===== src/rtl/core/apu_mix_dc_block_soft_clip_macros.svh =====
// assertion macros shared by the mixer rtl
`ifndef APU_MIX_DC_BLOCK_SOFT_CLIP_MACROS_SVH
`define APU_MIX_DC_BLOCK_SOFT_CLIP_MACROS_SVH

// same-cycle implication, checked on clk outside reset
`define APU_ASSERT_IMP(label, ante, cons, msg) \
	label: assert property (@(posedge clk) disable iff (!arst_n) (ante) |-> (cons)) \
		else $error(msg);

// next-cycle implication, checked on clk outside reset
`define APU_ASSERT_NXT(label, ante, cons, msg) \
	label: assert property (@(posedge clk) disable iff (!arst_n) (ante) |=> (cons)) \
		else $error(msg);

`endif


===== src/rtl/core/apu_mix_pkg.sv =====
// types, constants and helpers for the mixer with dc blocker and soft clipper
package apu_mix_pkg;

	// mix weights, left plus right contribution per channel
	localparam int W_PULSE_ONE = 6 + 3;
	localparam int W_PULSE_TWO = 3 + 6;
	localparam int W_TRIANGLE = 5 + 5;
	localparam int W_NOISE = 51 + 51;
	localparam int W_DELTA = 80 + 80;
	localparam int W_EXPANSION = 18 + 18;

	localparam int LEVEL_W = 8;
	localparam int MIX_SUM_W = 17;
	localparam int MONO_W = 16;
	localparam int HP_W = 32;
	localparam int HP_SHIFT = 8;

	// configuration
	localparam int VOLUME_W = 7;
	localparam logic [VOLUME_W-1:0] VOLUME_RESET = 7'd100;
	localparam logic REG_VOLUME = 1'b0;

	// scaling by volume / 100, one decimal-ish digit of four bits per step
	localparam int VOL_SCALE = 100;
	localparam int DIV_STEPS = 10;
	localparam int DIV_MAG_W = DIV_STEPS * 4;
	localparam int DIV_REM_W = 7;
	localparam int DIV_WIN_W = DIV_REM_W + 4;
	localparam int QUOT_W = 32;
	localparam int OUT_GAIN_SH = 2;
	localparam int VMAG_W = QUOT_W + OUT_GAIN_SH;

	// soft clipper
	localparam int CLIP_KNEE = 22000;
	localparam int CLIP_LIMIT = 32767;
	localparam int CLIP_ROOM = CLIP_LIMIT - CLIP_KNEE;
	localparam int CLIP_STEPS = 14;
	localparam int OVER_W = 28;
	localparam int OVER_CAP = 2 ** (OVER_W - 1);
	localparam int NUM_W = OVER_W + CLIP_STEPS;
	localparam int MAG_W = 15;
	localparam int CNT_W = 4;

	typedef struct packed {
		logic [LEVEL_W-1:0] pulse_one;
		logic [LEVEL_W-1:0] pulse_two;
		logic [LEVEL_W-1:0] triangle_level;
		logic [LEVEL_W-1:0] noise_level;
		logic [LEVEL_W-1:0] delta_level;
		logic [LEVEL_W-1:0] expansion_level;
		logic batch_end;
	} in_item_t;

	typedef struct packed {
		logic signed [15:0] sample_out;
		logic batch_end_out;
	} out_item_t;

	// filtered sample on its way from front to back
	typedef struct packed {
		logic signed [HP_W-1:0] hp;
		logic batch_end;
	} q_item_t;

	typedef enum logic [2:0] {
		BK_IDLE,
		BK_MUL,
		BK_DIV,
		BK_KNEE,
		BK_NUM,
		BK_CLIP,
		BK_DONE
	} bk_state_t;

	// quotient digit of a window below 16 * 100 divided by 100
	function automatic logic [3:0] div100_digit(input logic [DIV_WIN_W-1:0] win);
		logic [3:0] d;
		d = '0;
		for (int k = 1; k < 16; k++) begin
			if (win >= DIV_WIN_W'(k * VOL_SCALE)) begin
				d = 4'(k);
			end
		end
		return d;
	endfunction

	// signed sample from sign and magnitude
	function automatic logic signed [15:0] apply_sign(input logic neg,
			input logic [MAG_W-1:0] mag);
		logic signed [15:0] s;
		s = $signed({1'b0, mag});
		return neg ? -s : s;
	endfunction

endpackage


===== src/rtl/core/apu_mix_if.sv =====
// handshake channels for channel levels in and mono samples out

interface apu_mix_in_if;
	logic valid;
	logic ready;
	apu_mix_pkg::in_item_t data;
	modport source(output valid, output data, input ready);
	modport sink(input valid, input data, output ready);
endinterface

interface apu_mix_out_if;
	logic valid;
	logic ready;
	apu_mix_pkg::out_item_t data;
	modport source(output valid, output data, input ready);
	modport sink(input valid, input data, output ready);
endinterface


===== src/rtl/core/apu_mix_fifo.sv =====
// short queue of filtered samples between front and back
`include "apu_mix_dc_block_soft_clip_macros.svh"

module apu_mix_fifo #(
	parameter int DEPTH = 2
) (
	input  logic                  clk,
	input  logic                  arst_n,
	input  logic                  push,
	input  apu_mix_pkg::q_item_t  push_data,
	output logic                  full,
	input  logic                  pop,
	output apu_mix_pkg::q_item_t  pop_data,
	output logic                  empty
);

	localparam int PTR_W = (DEPTH > 1) ? $clog2(DEPTH) : 1;
	localparam int CNT_W = $clog2(DEPTH + 1);

	apu_mix_pkg::q_item_t mem_q [DEPTH];
	logic [PTR_W-1:0] wr_ptr_q;
	logic [PTR_W-1:0] rd_ptr_q;
	logic [CNT_W-1:0] count_q;

	assign full = (count_q == CNT_W'(DEPTH));
	assign empty = (count_q == '0);
	assign pop_data = mem_q[rd_ptr_q];

	// storage
	always_ff @(posedge clk) begin
		if (push) begin
			mem_q[wr_ptr_q] <= push_data;
		end
	end

	// pointers and fill count
	always_ff @(posedge clk or negedge arst_n) begin
		if (!arst_n) begin
			wr_ptr_q <= '0;
			rd_ptr_q <= '0;
			count_q <= '0;
		end else begin
			if (push) begin
				wr_ptr_q <= (wr_ptr_q == PTR_W'(DEPTH - 1)) ? '0 : wr_ptr_q + 1'b1;
			end
			if (pop) begin
				rd_ptr_q <= (rd_ptr_q == PTR_W'(DEPTH - 1)) ? '0 : rd_ptr_q + 1'b1;
			end
			if (push && !pop) begin
				count_q <= count_q + 1'b1;
			end else if (pop && !push) begin
				count_q <= count_q - 1'b1;
			end
		end
	end

	`APU_ASSERT_IMP(a_no_overflow, push, !full, "queue written while full")
	`APU_ASSERT_IMP(a_no_underflow, pop, !empty, "queue read while empty")

endmodule


===== src/rtl/core/apu_mix_front.sv =====
// front end: mixes the levels to mono and runs the dc blocker
module apu_mix_front (
	input  logic                  clk,
	input  logic                  arst_n,
	apu_mix_in_if.sink            levels,
	output logic                  push,
	output apu_mix_pkg::q_item_t  push_data,
	input  logic                  full
);

	logic s1_valid_q;
	logic [apu_mix_pkg::MONO_W-1:0] mono_s1;
	logic batch_s1;
	logic [apu_mix_pkg::MONO_W-1:0] prev_mono_q;
	logic signed [apu_mix_pkg::HP_W-1:0] prev_hp_q;
	logic [apu_mix_pkg::MIX_SUM_W-1:0] mix_sum;
	logic signed [apu_mix_pkg::HP_W-1:0] hp_tail;
	logic signed [apu_mix_pkg::HP_W-1:0] hp;
	logic take;

	// weighted mix of all six channels
	assign mix_sum =
		apu_mix_pkg::MIX_SUM_W'(apu_mix_pkg::W_PULSE_ONE) *
			apu_mix_pkg::MIX_SUM_W'(levels.data.pulse_one) +
		apu_mix_pkg::MIX_SUM_W'(apu_mix_pkg::W_PULSE_TWO) *
			apu_mix_pkg::MIX_SUM_W'(levels.data.pulse_two) +
		apu_mix_pkg::MIX_SUM_W'(apu_mix_pkg::W_TRIANGLE) *
			apu_mix_pkg::MIX_SUM_W'(levels.data.triangle_level) +
		apu_mix_pkg::MIX_SUM_W'(apu_mix_pkg::W_NOISE) *
			apu_mix_pkg::MIX_SUM_W'(levels.data.noise_level) +
		apu_mix_pkg::MIX_SUM_W'(apu_mix_pkg::W_DELTA) *
			apu_mix_pkg::MIX_SUM_W'(levels.data.delta_level) +
		apu_mix_pkg::MIX_SUM_W'(apu_mix_pkg::W_EXPANSION) *
			apu_mix_pkg::MIX_SUM_W'(levels.data.expansion_level);

	// handshake: stage one moves on when the queue has room
	assign push = s1_valid_q && !full;
	assign levels.ready = !s1_valid_q || !full;
	assign take = levels.valid && levels.ready;

	// one-pole dc blocker, wraps at 32 bits
	assign hp_tail = prev_hp_q >>> apu_mix_pkg::HP_SHIFT;
	assign hp = prev_hp_q - hp_tail
		+ $signed(apu_mix_pkg::HP_W'(mono_s1))
		- $signed(apu_mix_pkg::HP_W'(prev_mono_q));

	assign push_data.hp = hp;
	assign push_data.batch_end = batch_s1;

	// stage one valid
	always_ff @(posedge clk or negedge arst_n) begin
		if (!arst_n) begin
			s1_valid_q <= 1'b0;
		end else if (take) begin
			s1_valid_q <= 1'b1;
		end else if (push) begin
			s1_valid_q <= 1'b0;
		end
	end

	// stage one payload: folded mono sample
	always_ff @(posedge clk) begin
		if (take) begin
			mono_s1 <= mix_sum[apu_mix_pkg::MIX_SUM_W-1:1];
			batch_s1 <= levels.data.batch_end;
		end
	end

	// filter state
	always_ff @(posedge clk or negedge arst_n) begin
		if (!arst_n) begin
			prev_mono_q <= '0;
			prev_hp_q <= '0;
		end else if (push) begin
			prev_mono_q <= mono_s1;
			prev_hp_q <= hp;
		end
	end

endmodule


===== src/rtl/core/apu_mix_back.sv =====
// back end: volume scaling, gain and soft clipping, one item at a time
`include "apu_mix_dc_block_soft_clip_macros.svh"

module apu_mix_back (
	input  logic                                  clk,
	input  logic                                  arst_n,
	input  logic [apu_mix_pkg::VOLUME_W-1:0]      volume,
	input  logic                                  q_empty,
	input  apu_mix_pkg::q_item_t                  q_data,
	output logic                                  pop,
	apu_mix_out_if.source                         sample
);

	apu_mix_pkg::bk_state_t state_q;
	apu_mix_pkg::bk_state_t state_d;

	logic signed [apu_mix_pkg::HP_W-1:0] hp_q;
	logic batch_q;
	logic neg_q;
	logic [apu_mix_pkg::DIV_MAG_W-1:0] mag_q;
	logic [apu_mix_pkg::DIV_REM_W-1:0] rem_q;
	logic [apu_mix_pkg::QUOT_W-1:0] quot_q;
	logic [apu_mix_pkg::CNT_W-1:0] cnt_q;
	logic [apu_mix_pkg::OVER_W-1:0] over_q;
	logic [apu_mix_pkg::NUM_W-1:0] num_q;
	logic [apu_mix_pkg::NUM_W-1:0] den_q;
	logic [apu_mix_pkg::CLIP_STEPS-1:0] cq_q;
	logic signed [15:0] res_q;
	logic out_valid_q;
	apu_mix_pkg::out_item_t out_data_q;

	logic signed [apu_mix_pkg::DIV_MAG_W-1:0] prod;
	logic [apu_mix_pkg::DIV_WIN_W-1:0] win;
	logic [3:0] digit;
	logic [apu_mix_pkg::VMAG_W-1:0] vmag;
	logic [apu_mix_pkg::VMAG_W-1:0] over;
	logic over_knee;
	logic num_ge;
	logic [apu_mix_pkg::CLIP_STEPS-1:0] cq_next;
	logic div_last;
	logic clip_last;
	logic out_free;
	logic load_out;

	// scale product, sign taken apart below
	assign prod = $signed(apu_mix_pkg::DIV_MAG_W'(hp_q))
		* $signed(apu_mix_pkg::DIV_MAG_W'({1'b0, volume}));

	// divide by 100, four bits of the magnitude per step
	assign win = {rem_q, mag_q[apu_mix_pkg::DIV_MAG_W-1 -: 4]};
	assign digit = apu_mix_pkg::div100_digit(win);

	// gain and knee check
	assign vmag = apu_mix_pkg::VMAG_W'(quot_q) << apu_mix_pkg::OUT_GAIN_SH;
	assign over_knee = vmag > apu_mix_pkg::VMAG_W'(apu_mix_pkg::CLIP_KNEE);
	assign over = vmag - apu_mix_pkg::VMAG_W'(apu_mix_pkg::CLIP_KNEE);

	// clip divider, one quotient bit per step
	assign num_ge = num_q >= den_q;
	assign cq_next = {cq_q[apu_mix_pkg::CLIP_STEPS-2:0], num_ge};

	assign div_last = cnt_q == apu_mix_pkg::CNT_W'(apu_mix_pkg::DIV_STEPS - 1);
	assign clip_last = cnt_q == apu_mix_pkg::CNT_W'(apu_mix_pkg::CLIP_STEPS - 1);
	assign out_free = !out_valid_q || sample.ready;

	// next state
	always_comb begin
		state_d = state_q;
		case (state_q)
			apu_mix_pkg::BK_IDLE: begin
				if (!q_empty) begin
					state_d = (volume == '0) ? apu_mix_pkg::BK_DONE : apu_mix_pkg::BK_MUL;
				end
			end
			apu_mix_pkg::BK_MUL: begin
				state_d = apu_mix_pkg::BK_DIV;
			end
			apu_mix_pkg::BK_DIV: begin
				if (div_last) begin
					state_d = apu_mix_pkg::BK_KNEE;
				end
			end
			apu_mix_pkg::BK_KNEE: begin
				state_d = over_knee ? apu_mix_pkg::BK_NUM : apu_mix_pkg::BK_DONE;
			end
			apu_mix_pkg::BK_NUM: begin
				state_d = apu_mix_pkg::BK_CLIP;
			end
			apu_mix_pkg::BK_CLIP: begin
				if (clip_last) begin
					state_d = apu_mix_pkg::BK_DONE;
				end
			end
			apu_mix_pkg::BK_DONE: begin
				if (out_free) begin
					state_d = apu_mix_pkg::BK_IDLE;
				end
			end
			default: begin
				state_d = apu_mix_pkg::BK_IDLE;
			end
		endcase
	end

	// state outputs
	always_comb begin
		pop = 1'b0;
		load_out = 1'b0;
		case (state_q)
			apu_mix_pkg::BK_IDLE: begin
				pop = !q_empty;
			end
			apu_mix_pkg::BK_DONE: begin
				load_out = out_free;
			end
			default: begin
				pop = 1'b0;
				load_out = 1'b0;
			end
		endcase
	end

	// control registers
	always_ff @(posedge clk or negedge arst_n) begin
		if (!arst_n) begin
			state_q <= apu_mix_pkg::BK_IDLE;
			cnt_q <= '0;
			out_valid_q <= 1'b0;
		end else begin
			state_q <= state_d;
			if (state_q == apu_mix_pkg::BK_DIV || state_q == apu_mix_pkg::BK_CLIP) begin
				cnt_q <= (div_last || clip_last) && state_q == state_d ? cnt_q + 1'b1 :
					((state_q != state_d) ? '0 : cnt_q + 1'b1);
			end else begin
				cnt_q <= '0;
			end
			if (load_out) begin
				out_valid_q <= 1'b1;
			end else if (sample.ready) begin
				out_valid_q <= 1'b0;
			end
		end
	end

	// datapath
	always_ff @(posedge clk) begin
		case (state_q)
			apu_mix_pkg::BK_IDLE: begin
				hp_q <= q_data.hp;
				batch_q <= q_data.batch_end;
				res_q <= '0;
			end
			apu_mix_pkg::BK_MUL: begin
				neg_q <= prod[apu_mix_pkg::DIV_MAG_W-1];
				mag_q <= prod[apu_mix_pkg::DIV_MAG_W-1] ? apu_mix_pkg::DIV_MAG_W'(-prod)
					: apu_mix_pkg::DIV_MAG_W'(prod);
				rem_q <= '0;
				quot_q <= '0;
			end
			apu_mix_pkg::BK_DIV: begin
				rem_q <= apu_mix_pkg::DIV_REM_W'(win
					- apu_mix_pkg::DIV_WIN_W'(digit)
					* apu_mix_pkg::DIV_WIN_W'(apu_mix_pkg::VOL_SCALE));
				mag_q <= mag_q << 4;
				quot_q <= {quot_q[apu_mix_pkg::QUOT_W-5:0], digit};
			end
			apu_mix_pkg::BK_KNEE: begin
				res_q <= apu_mix_pkg::apply_sign(neg_q, vmag[apu_mix_pkg::MAG_W-1:0]);
				// far past the knee the quotient no longer changes
				over_q <= (over >= apu_mix_pkg::VMAG_W'(apu_mix_pkg::OVER_CAP))
					? apu_mix_pkg::OVER_W'(apu_mix_pkg::OVER_CAP)
					: over[apu_mix_pkg::OVER_W-1:0];
			end
			apu_mix_pkg::BK_NUM: begin
				num_q <= apu_mix_pkg::NUM_W'(over_q)
					* apu_mix_pkg::NUM_W'(apu_mix_pkg::CLIP_ROOM);
				den_q <= (apu_mix_pkg::NUM_W'(over_q)
					+ apu_mix_pkg::NUM_W'(apu_mix_pkg::CLIP_ROOM))
					<< (apu_mix_pkg::CLIP_STEPS - 1);
				cq_q <= '0;
			end
			apu_mix_pkg::BK_CLIP: begin
				if (num_ge) begin
					num_q <= num_q - den_q;
				end
				den_q <= den_q >> 1;
				cq_q <= cq_next;
				res_q <= apu_mix_pkg::apply_sign(neg_q,
					apu_mix_pkg::MAG_W'(apu_mix_pkg::CLIP_KNEE)
					+ apu_mix_pkg::MAG_W'(cq_next));
			end
			default: begin
				res_q <= res_q;
			end
		endcase
	end

	// output register
	always_ff @(posedge clk) begin
		if (load_out) begin
			out_data_q.sample_out <= res_q;
			out_data_q.batch_end_out <= batch_q;
		end
	end

	assign sample.valid = out_valid_q;
	assign sample.data = out_data_q;

	`APU_ASSERT_IMP(a_pop_in_idle, pop, state_q == apu_mix_pkg::BK_IDLE, "queue read while busy")
	`APU_ASSERT_IMP(a_clip_count, state_q == apu_mix_pkg::BK_CLIP, cnt_q < apu_mix_pkg::CNT_W'(apu_mix_pkg::CLIP_STEPS), "clip divider overran")
	`APU_ASSERT_IMP(a_out_range, out_valid_q, !out_data_q.sample_out[15] || out_data_q.sample_out[14:0] != '0, "sample outside clip range")
	`APU_ASSERT_NXT(a_load_leaves_done, load_out, state_q == apu_mix_pkg::BK_IDLE, "sequencer stuck after result")

endmodule


===== src/rtl/core/apu_mix_dc_block_soft_clip.sv =====
// top level: six-channel mixer with dc blocker, volume and soft clipper
//
// levels carries one item per sample: six unsigned 8-bit channel levels and a
// batch end marker. sample returns one signed 16-bit mono sample per item,
// always within +-32767, with the marker copied through, in input order.
// volume_percent sits at byte address 0 of the apb port; 0 mutes the output
// while the dc blocker keeps tracking the input.
// the front mixes an item into a stage register and filters it into the queue.
// it can take one item per cycle while the queue has room. the back handles one
// item at a time: when muted it goes from idle straight to done; below the knee
// it runs the divide-by-100 digit loop (10 steps) and the knee check; above it,
// it also runs the bit-serial clip divider (14 steps).
// reset clears the filter history, empties the queue and output register and
// sets the volume to 100. when the receiver stalls, the result holds in the
// output register, the back waits with the next result, the queue fills and
// then levels drops ready.
module apu_mix_dc_block_soft_clip #(
	parameter int QUEUE_DEPTH = 2
) (
	input  logic         clk,
	input  logic         arst_n,
	apu_mix_in_if.sink   levels,
	apu_mix_out_if.source sample,
	input  logic         psel,
	input  logic         penable,
	input  logic         pwrite,
	input  logic [2:0]   paddr,
	input  logic [31:0]  pwdata,
	output logic [31:0]  prdata,
	output logic         pready
);

	logic [apu_mix_pkg::VOLUME_W-1:0] volume_q;
	logic push;
	logic pop;
	logic full;
	logic empty;
	apu_mix_pkg::q_item_t push_data;
	apu_mix_pkg::q_item_t pop_data;

	// register port
	assign pready = 1'b1;
	assign prdata = (paddr[2] == apu_mix_pkg::REG_VOLUME) ? 32'(volume_q) : '0;

	always_ff @(posedge clk or negedge arst_n) begin
		if (!arst_n) begin
			volume_q <= apu_mix_pkg::VOLUME_RESET;
		end else if (psel && penable && pwrite && pready
				&& paddr[2] == apu_mix_pkg::REG_VOLUME) begin
			volume_q <= pwdata[apu_mix_pkg::VOLUME_W-1:0];
		end
	end

	apu_mix_front u_front (
		.clk       (clk),
		.arst_n    (arst_n),
		.levels    (levels),
		.push      (push),
		.push_data (push_data),
		.full      (full)
	);

	apu_mix_fifo #(
		.DEPTH (QUEUE_DEPTH)
	) u_fifo (
		.clk       (clk),
		.arst_n    (arst_n),
		.push      (push),
		.push_data (push_data),
		.full      (full),
		.pop       (pop),
		.pop_data  (pop_data),
		.empty     (empty)
	);

	apu_mix_back u_back (
		.clk     (clk),
		.arst_n  (arst_n),
		.volume  (volume_q),
		.q_empty (empty),
		.q_data  (pop_data),
		.pop     (pop),
		.sample  (sample)
	);

endmodule


===== src/flat_wrapper.sv =====
// flat-port wrapper written by rule: the top's interface ports become plain ports
module apu_mix_dc_block_soft_clip_flat 
#(
	parameter int QUEUE_DEPTH = 2
)
  (clk, arst_n, psel, penable, pwrite, paddr, pwdata, prdata, pready, levels_valid, levels_data, levels_ready, sample_valid, sample_data, sample_ready);
  apu_mix_in_if levels_i ();
  apu_mix_out_if sample_i ();
  input  logic clk;
  input  logic arst_n;
  input  logic psel;
  input  logic penable;
  input  logic pwrite;
  input  logic [2:0] paddr;
  input  logic [31:0] pwdata;
  output logic [31:0] prdata;
  output logic pready;
  input wire logic [$bits(levels_i.valid)-1:0] levels_valid;
  input wire logic [$bits(levels_i.data)-1:0] levels_data;
  output wire logic [$bits(levels_i.ready)-1:0] levels_ready;
  output wire logic [$bits(sample_i.valid)-1:0] sample_valid;
  output wire logic [$bits(sample_i.data)-1:0] sample_data;
  input wire logic [$bits(sample_i.ready)-1:0] sample_ready;
  assign levels_i.valid = levels_valid;
  assign levels_i.data = levels_data;
  assign levels_ready = levels_i.ready;
  assign sample_valid = sample_i.valid;
  assign sample_data = sample_i.data;
  assign sample_i.ready = sample_ready;
  apu_mix_dc_block_soft_clip #(.QUEUE_DEPTH(QUEUE_DEPTH)) u_core (.clk(clk), .arst_n(arst_n), .levels(levels_i), .sample(sample_i), .psel(psel), .penable(penable), .pwrite(pwrite), .paddr(paddr), .pwdata(pwdata), .prdata(prdata), .pready(pready));
endmodule

===== config.mk =====
export PLATFORM = sky130hd
export DESIGN_NAME = apu_mix_dc_block_soft_clip_flat
export DESIGN_NICKNAME = d
export VERILOG_FILES = /design/src/rtl/core/apu_mix_pkg.sv /design/src/rtl/core/apu_mix_if.sv /design/src/rtl/core/apu_mix_fifo.sv /design/src/rtl/core/apu_mix_front.sv /design/src/rtl/core/apu_mix_back.sv /design/src/rtl/core/apu_mix_dc_block_soft_clip.sv /design/src/flat_wrapper.sv
export VERILOG_INCLUDE_DIRS = /design/src /design/src/rtl/core
export SDC_FILE = /design/constraint.sdc
export NUM_CORES = 2
export LEC_CHECK = 0
export BUFFER_PORTS_ARGS = -buffer_cell sky130_fd_sc_hd__clkbuf_2
export CAP_MARGIN = 20
export CORE_ASPECT_RATIO = 1.2
export CORE_UTILIZATION = 45
export DETAILED_ROUTE_END_ITERATION = 12
export SKIP_CTS_REPAIR_TIMING = 1
export SYNTH_ARGS = -nofsm -noshare
export SYNTH_HDL_FRONTEND = slang
export SYNTH_HIERARCHICAL = 1
export SYNTH_SLANG_ARGS = --single-unit

===== constraint.sdc =====
create_clock -name clk -period 12.7 [get_ports clk]
set_input_delay 1.27 -clock clk [delete_from_list [all_inputs] [get_ports clk]]
set_output_delay 1.27 -clock clk [all_outputs]
set_load 0.03 [all_outputs]

==> impl_metrics.json <==
{
  "synth_area_leader_cell": "edfxtp_1",
  "final_cell_area_um2": 46900,
  "fmax_mhz": 128,
  "critPathLaunch": "levels_data[26]",
  "grt_use_total_pct": 20.0,
  "tns_ns": 0,
  "rsz0062_at_grt": "no",
  "multiInputGateArea_um2": 27700,
  "globalplace.congestion": 0.891,
  "wl_per_cell_um": 16.6,
  "relSlewSlack_pct": 30.2,
  "seqCellArea_um2": 12300,
  "cts.sinks": 420,
  "synth_flop_cell": "edfxtp_1",
  "cts_max_level": 2,
  "endpoint_kind": "register",
  "slew_violations": 0,
  "whs_ns": 0.422,
  "timing.final.crit_share_pct": 61.6,
  "num_io_pins": 143,
  "std_cell_rows": 124,
  "first_pass_iters": 5,
  "setup_ws_ns": 4.88,
  "worst_slew_pin_slew_ns": 1.04,
  "die_h_um": 343,
  "area_growth_pct": 7.49,
  "drive_above_1_share_pct": 6.84,
  "required_ns": 13.05,
  "drv_cap": 0,
  "synth-edff-count": 352,
  "grt_max_degree": 81,
  "grt_pass1_vias": 31400,
  "drtIter0Drc": 1278,
  "clk_latency_ns": 0.61,
  "seq_area_frac_synth_pct": 28.1,
  "start_util_pct": 45.6,
  "ys_types": 109,
  "netlist_area_um2": 43700,
  "slowest_delay_ns": 0.57,
  "cts_buffer_depth": 3,
  "critPathArrivalTime_ns": 8.17,
  "setup_viol": 0,
  "clock-skew-final_ns": 0.0318,
  "cp_max_fo": 6,
  "antenna_found_initial": 0,
  "synth-async-reset-ratio_pct": 16.2,
  "die-width_um": 286,
  "ys_seq_elements": 420,
  "cts_buffers": 47,
  "placed_area_um2": 45200,
  "slowest_stage": "fa_1",
  "nets": 5465,
  "syn_inst": 4457,
  "hold_class": "register to register",
  "r2r_start": "u_core/volume_q[2]",
  "synth_area_per_cell_um2": 9.79,
  "portBuffers": 89,
  "worstHoldStart": "u_core/u_back/res_q[9]",
  "synth_top_area_share_pct": 24.2,
  "post_drt_via_cell_ratio": 5.20,
  "vias": 30200,
  "period_needed_ns": 7.82,
  "dp_hpwl_um": 77600,
  "status": "finished, final reports clean",
  "clkTransAtPathRegs_ns": 0.06,
  "hold_viol": 0,
  "path_class": "primary input to register",
  "wirelength_um": 96200,
  "fillerInstances": 8918,
  "gr-total-overflow": 0,
  "grt_pass1_wl_um": 159000,
  "yosys-top-cells-area": "edfxtp_1, fa_1, ha_1",
  "place_ws_ns": 4.17,
  "cts_tree": "built",
  "start_kind": "primary input",
  "drc": 0,
  "core-area_um2": 95700,
  "synth_warnings": 6,
  "postRouteAntennaNets": 0,
  "clock-root-buffer": "clkbuf_16",
  "die_area_um2": 98300
}
registers in the layout (all words and copies together), names as in the netlist, 26 cells and up:
name / cells
u_core/u_back/den_q: 42
u_core/u_back/hp_q: 32
u_core/u_back/mag_q: 40
u_core/u_back/num_q: 42
u_core/u_back/over_q: 26
u_core/u_back/quot_q: 32
u_core/u_fifo/mem_q: 66
u_core/u_front/prev_hp_q: 32
synth_stat cells, types with 30 or more instances:
| cell | number |
|---|---|
| clkbuf_1 | 90 |
| buf_4 | 33 |
| o31ai_1 | 30 |
| edfxtp_1 | 352 |
| a21o_1 | 100 |
| o21ai_0 | 189 |
| nor3_1 | 47 |
| a21oi_1 | 214 |
| mux2_2 | 33 |
| dfrtp_1 | 65 |
| xor2_1 | 101 |
| nor2_1 | 230 |
| nand3_1 | 51 |
| and2_1 | 225 |
| fa_1 | 358 |
| nor2b_1 | 32 |
| o21bai_1 | 31 |
| inv_1 | 822 |
| nand2_1 | 263 |
| xnor2_1 | 190 |
| ha_1 | 520 |
| a31oi_1 | 30 |
final timing paths:
kind                                                 end  cells past startpoint  slack (ns)
setup / recovery              u_core/u_front/mono_s1[15]                     29        4.88
hold / removal             u_core/u_back/sample.data[10]                      0        0.42
setup reg to reg                 u_core/u_back/mag_q[10]                     21        4.95
hold reg to reg            u_core/u_back/sample.data[10]                      0        0.42
max in group asynchronous         u_core/u_fifo/rd_ptr_q                      2       10.98
min in group asynchronous  u_core/u_front/prev_mono_q[1]                      1        0.58
stage by stage:
step / cells / util, %
floorplan: 4481 / -
global placement: 5705 / 47.2
detailed placement: 5705 / 47.2
CTS: 5792 / 49.0
global route: 5794 / 49.0
finish: 5795 / 49.0
layout make-up:
class | count | area share (%)
antenna | 1 | 0.00533
clock buffer | 58 | 2.70
clock inverter | 29 | 0.877
inverter | 825 | 6.60
multi-input combinational | 3090 | 58.9
sequential | 420 | 26.2
tap | 1260 | 3.36
timing repair buffer | 112 | 1.36
worst max-delay path: cells and delay by family:
kind	cells	cell delay [ns]
simple gates	1	0.13
compound gates	8	1.51
xor+xnor	2	0.45
buf+inv	7	0.39
fa+ha+maj	11	4.43
cell usage in the layout (no fill, tap or decap), types with 100 or more instances in the layout:
master and count:
inv_1 821, xnor2_1 190, nor2_1 230, xor2_1 101, edfxtp_1 352, a21oi_1 213
and2_1 225, o21ai_0 188, a21o_1 100, ha_1 520, nand2_1 262, fa_1 358
per-layer routing:
| metal | vias to the layer above | track usage, % | wire length, um |
|---|---|---|---|
| met5 | - | 0 | 0 |
| met4 | 0 | 5.36 | 2370 |
| met3 | 118 | 1.77 | 2300 |
| met2 | 404 | 39.5 | 52100 |
| met1 | 14700 | 22.6 | 39400 |
| li1 | 14900 | - | - |
cell families (layout without fill, tap and decap cells):
family                   Yosys count  in the layout  synth area share (%)
other                              2             27                0.0172
flip-flops                       420            420                  28.1
XOR/XNOR                         291            291                  5.84
buffers and inverters            971           1024                  8.84
AND/OR/NAND/NOR                 1021           1021                  11.9
multiplexers                      72             72                  2.08
adder cells (fa/ha/maj)          878            878                  31.3
AO/OA/AOI/OAI                    802            802                  11.9
Power is left out: the tool's default activity adds up to more than one toggle a clock period on the data nets, which glitch-free logic cannot reach.
